$ cat config.mk
export PLATFORM = sky130hd
export DESIGN_NAME = stl_cell
export DESIGN_NICKNAME = d
export VERILOG_FILES = /design/src/stl_pkg.sv /design/src/stl_cell.sv
export SDC_FILE = /design/constraint.sdc
export NUM_CORES = 1
export LEC_CHECK = 0
export BUFFER_PORTS_ARGS = -buffer_cell sky130_fd_sc_hd__buf_2
export CAP_MARGIN = 15
export CORE_AREA = 4 4 359 361
export CTS_CLUSTER_SIZE = 40
export DETAILED_ROUTE_END_ITERATION = 6
export DIE_AREA = 0 0 363 365
export HOLD_SLACK_MARGIN = 0.05
export PLACE_DENSITY = 0.41
export SETUP_SLACK_MARGIN = 0.4
export SYNTH_ARGS = -nofsm -noshare
export SYNTH_HDL_FRONTEND = slang
export SYNTH_SLANG_ARGS = --single-unit
export TNS_END_PERCENT = 1
$ cat constraint.sdc
create_clock -name clk -period 14.1 [get_ports clk]
set_input_delay 0.705 -clock clk [delete_from_list [all_inputs] [get_ports clk]]
set_output_delay 0.705 -clock clk [all_outputs]
set_load 0.02 [all_outputs]
$ cat src/stl_pkg.sv
// Shared types and constants of the session table
`default_nettype none
package stl_pkg;

  typedef struct packed {
    logic [31:0] addr;
    logic [15:0] port;
    logic [63:0] hi;
    logic [63:0] lo;
  } key_t;

  typedef struct packed {
    key_t        key;
    logic [31:0] cnt;
    logic [31:0] ls;
  } ent_t;

  typedef enum logic [1:0] {
    REQ_MSG  = 2'd0,
    REQ_SHUT = 2'd1,
    REQ_TICK = 2'd2,
    REQ_NONE = 2'd3
  } req_t;

  typedef enum logic [2:0] {
    ST_HIT     = 3'd0,
    ST_APPEND  = 3'd1,
    ST_REPLACE = 3'd2,
    ST_REMOVED = 3'd3,
    ST_MISSED  = 3'd4,
    ST_TICK    = 3'd5
  } status_t;

  typedef enum logic {
    CFG_IDLE_TIMEOUT = 1'b0,
    CFG_SWEEP_PERIOD = 1'b1
  } cfg_idx_t;

  // per-cell command
  typedef enum logic [2:0] {
    C_HOLD,
    C_NEW,
    C_INC,
    C_SHL,
    C_COPY
  } cell_op_t;

  typedef enum logic [2:0] {
    S_IDLE,
    S_MATCH,
    S_DECIDE,
    S_SCAN,
    S_REPL,
    S_SWEEP
  } state_t;

  localparam logic [15:0] IDLE_TIMEOUT_RST = 16'd300;
  localparam logic [7:0]  SWEEP_PERIOD_RST = 8'd60;

endpackage
`default_nettype wire

$ cat src/stl_cell.sv
// One table cell: an entry, its key compare and its load/shift paths
`default_nettype none
module stl_cell
  import stl_pkg::*;
(
  input  wire logic        clk,
  input  wire cell_op_t    op,
  input  wire ent_t        nbr,
  input  wire ent_t        wr_ent,
  input  wire key_t        key,
  input  wire logic [31:0] now,
  output ent_t             ent,
  output logic             match_r
);

  ent_t ent_r;
  ent_t ent_nxt;

  always_comb begin
    ent_nxt = ent_r;
    unique case (op)
      C_NEW: begin
        ent_nxt.key = key;
        ent_nxt.cnt = 32'd1;
        ent_nxt.ls  = now;
      end
      C_INC: begin
        ent_nxt.cnt = ent_r.cnt + 32'd1;
        ent_nxt.ls  = now;
      end
      C_SHL:   ent_nxt = nbr;
      C_COPY:  ent_nxt = wr_ent;
      default: ent_nxt = ent_r;
    endcase
  end

  always_ff @(posedge clk) begin
    ent_r   <= ent_nxt;
    match_r <= (ent_r.key == key);
  end

  assign ent = ent_r;

endmodule
`default_nettype wire

==> run_results.csv <==
group,metric,value,unit
outcome,status,"finished, final reports clean",
die,die_y,365,um
timing,finalSetupTns,0,ps
drt,wire_per_inst,24.2,um
timing,grt_setup_unrepaired,"false",
hold_path,worstHoldPathType,"in -> reg",
worst_setup_path,startpoint,"op[2]",
power_and_ir_drop,powerDensity,115,nW/um^2
die,rows,130,
worst_setup_path,worstPathArrival,3960,ps
worst_setup_path,crit_top_cell,"buf_4",
finish,nets,2957,
place,finalWeightedCongestion,0.824,
die,placeableCoreArea,125000,um^2
die,initial_core_util,11.0,%
place,place_ws,10000,ps
drt,drt-initial-drc-count,870,
drt,wl,95500,um
synth,synth_nets,2047,
worst_setup_path,crit_type,"in -> reg",
synth,synth.avg_cell_area,10.2,um^2
timing,layout_min_cycle_time,3530,ps
drt,remaining_drc_errors,0,
timing,relSlewSlack,16.9,%
timing,clock_skew,25.7,ps
global_routing,overflow,0,
worst_setup_path,slowest_stage,"buf_4",
place,dpl.hpwl,80700,um
timing,finalCritPeriodShare,25.1,%
cts,numCtsBuffers,36,
timing,worst_pin_slew,1240,ps
die,boundaryPins,933,
drt,drt_pass1_iterations,5,
cts,cts_sinks,241,
worst_setup_path,worst_setup_path_start_kind,"input pin",
synth,yosys_warnings,0,
global_routing,grt_max_degree,177,
worst_setup_path,r2r-start,"ent[65]",
drt,num_vias,14585,
cts,ctsLongestPathBuffers,3,
cts,holdBufCountCts,0,
place,portBuffers,932,
hold_path,min_from,"nbr[206]",
global_routing,grt_pass1_vias,14481,
timing,setup_violations,0,
finish,stdcell_area,21400,um^2
timing,hold_viol_final,0,
worst_setup_path,crit_chain,"buf_2 -> nor2b_1 -> and2_4 -> buf_4 -> buf_4 -> a22oi_1 -> nand2_1",
worst_setup_path,cp-end-kind,"flip-flop",
cts,cts_resized,0,
place,placed_area,20300,um^2
synth,synth_area,13800,um^2
worst_setup_path,cp_slowest_stage_delay,710,ps
cts,post_cts_buffers,0,
timing,fin_ws,10570,ps
cts,worst_skew_pair.late_latency,580,ps
die,die_x,363,um
power_and_ir_drop,p_leak,0.00916,uW
finish,area_delta_synth_final,55.6,%
timing,timing.hold.ws,407,ps
synth,synthDistinctLibCells,40,
finish,nFillCells,14312,
timing,drv_slew,0,
drt,postRouteAntennaNets,0,
finish,drive_gt1_share,44.2,%
cts,cts.htree.levels,2,
synth,syn_inst,1354,
worst_setup_path,crit_required,14530,ps
flow_run,cap_violations,0,
timing,timing.fmax,0.283,GHz
cts,path_clk_slew,60,ps
die,die_area,132000,um^2
cts,cts_root_buf,"clkbuf_16",
drt,viasPerCell,3.69,
worst_setup_path,path_max_fanout,69,
global_routing,antenna_found_initial,40,
global_routing,grt_pass1_wl,121000,um
global_routing,grt_usage,13.4,%
power_and_ir_drop,vdd_drop_max,0.0685,mV
synth,synth_seq_area_share,52.5,%
cts,cts_tree,"built",
synth,ys_ff_latch,241,
-- logic make-up (layout without fill, tap and decap cells) --
| kind of cell | after synthesis | after routing | share of synthesized area, % |
|---|---|---|---|
| muxes | 1 | 1 | 0.0728 |
| and+or+nand+nor | 544 | 544 | 17.1 |
| AOI/OAI and AO/OA | 280 | 280 | 14.7 |
| DFF | 241 | 241 | 52.5 |
| xor gates and xnor gates | 198 | 198 | 12.6 |
| adders and majority gates | 1 | 1 | 0.0910 |
| buffers and inverters | 89 | 1024 | 2.87 |
| other | 0 | 9 | 0 |
-- worst max-delay path, delay by kind of cell --
family / cells / cell delay [ps]
and+or+nand+nor: 3 / 1380
AOI/OAI and AO/OA: 1 / 210
buffers and inverters: 3 / 1490
-- per-stage QoR --
stage	util [%]	power (uW)	instances
floorplan	-	1260	1354
global placement	16.2	1630	3875
detailed placement	16.2	1630	3876
CTS	17.0	2530	3939
global route	17.0	2590	3941
finish	17.1	2460	3948
-- where the power goes --
| part | total (uW) | internal [uW] | leakage, uW | switching [uW] |
|---|---|---|---|---|
| registers | 959 | 895 | 0.00231 | 63.7 |
| logic | 632 | 219 | 0.00631 | 414 |
| clock network | 872 | 500 | 0.000529 | 373 |
| total | 2460 | 1610 | 0.00916 | 850 |
-- routing by layer --
layer / track usage [%] / wire length (um) / part of all wire (%)
met5: 0 / 74 / 0.078
met4: 3.16 / 1950 / 2.0
met3: 3.83 / 8070 / 8.5
met2: 21.9 / 44500 / 47
met1: 17.5 / 40800 / 43
-- registers in the layout, summed over array words and instances, names as in the netlist --
register	count
ent	240
match_r	1
-- cell usage after synthesis, drive strengths merged --
cell type | n | area share (%)
nand2 | 434 | 12
edfxtp | 240 | 52
a22oi | 239 | 13
xnor2 | 164 | 10
nand4 | 53 | 2.6
buf | 51 | 1.8
xor2 | 34 | 2.2
o21ai | 31 | 1.1
clkbuf | 27 | 0.74
nor4 | 20 | 1.1
nor2 | 14 | 0.55
inv | 11 | 0.30
nand3 | 10 | 0.40
and4 | 3 | 0.19
nand2b | 3 | 0.14
a21oi | 2 | 0.073
a32oi | 2 | 0.13
nor2b | 2 | 0.091
nor3 | 2 | 0.073
o22ai | 2 | 0.091
a22o | 1 | 0.064
a31o | 1 | 0.064
and2 | 1 | 0.046
and3 | 1 | 0.046
dfxtp | 1 | 0.15
ha | 1 | 0.091
mux2i | 1 | 0.073
o221ai | 1 | 0.064
o2bb2ai | 1 | 0.064
or2 | 1 | 0.046
-- cells in the final DEF, fill, tap and decap left out, types with 10 or more instances in the layout --
| cell type | netlist | final |
|---|---|---|
| buf_2 | 39 | 932 |
| nand2_1 | 434 | 434 |
| edfxtp_1 | 240 | 240 |
| a22oi_1 | 239 | 239 |
| xnor2_1 | 164 | 164 |
| nand4_1 | 51 | 51 |
| clkbuf_16 | 0 | 37 |
| xor2_1 | 34 | 34 |
| nor4_1 | 17 | 17 |
| o21ai_1 | 16 | 16 |
| buf_4 | 3 | 16 |
| o21ai_0 | 15 | 15 |
| nor2_1 | 12 | 12 |
| inv_1 | 11 | 11 |
| clkbuf_1 | 27 | 10 |
-- area by class of cell --
cell class | instances | area [um^2] | share of cell area (%)
timing repair buffer | 950 | 4820 | 22.5
inverter | 11 | 41.3 | 0.193
tap | 1650 | 2060 | 9.65
antenna | 9 | 22.5 | 0.105
multi-input combinational | 1024 | 6150 | 28.7
clock buffer | 47 | 963 | 4.50
sequential | 241 | 7230 | 33.8
clock inverter | 16 | 114 | 0.532
-- worst paths after layout --
check	slack (ps)	to	depth (start not counted)
setup / recovery	10570	ent[109]	7
hold / removal	410	ent[206]	3
setup reg to reg	11130	match_r	5
hold reg to reg	660	ent[63]	2
Power figures use the tool's default switching activity.
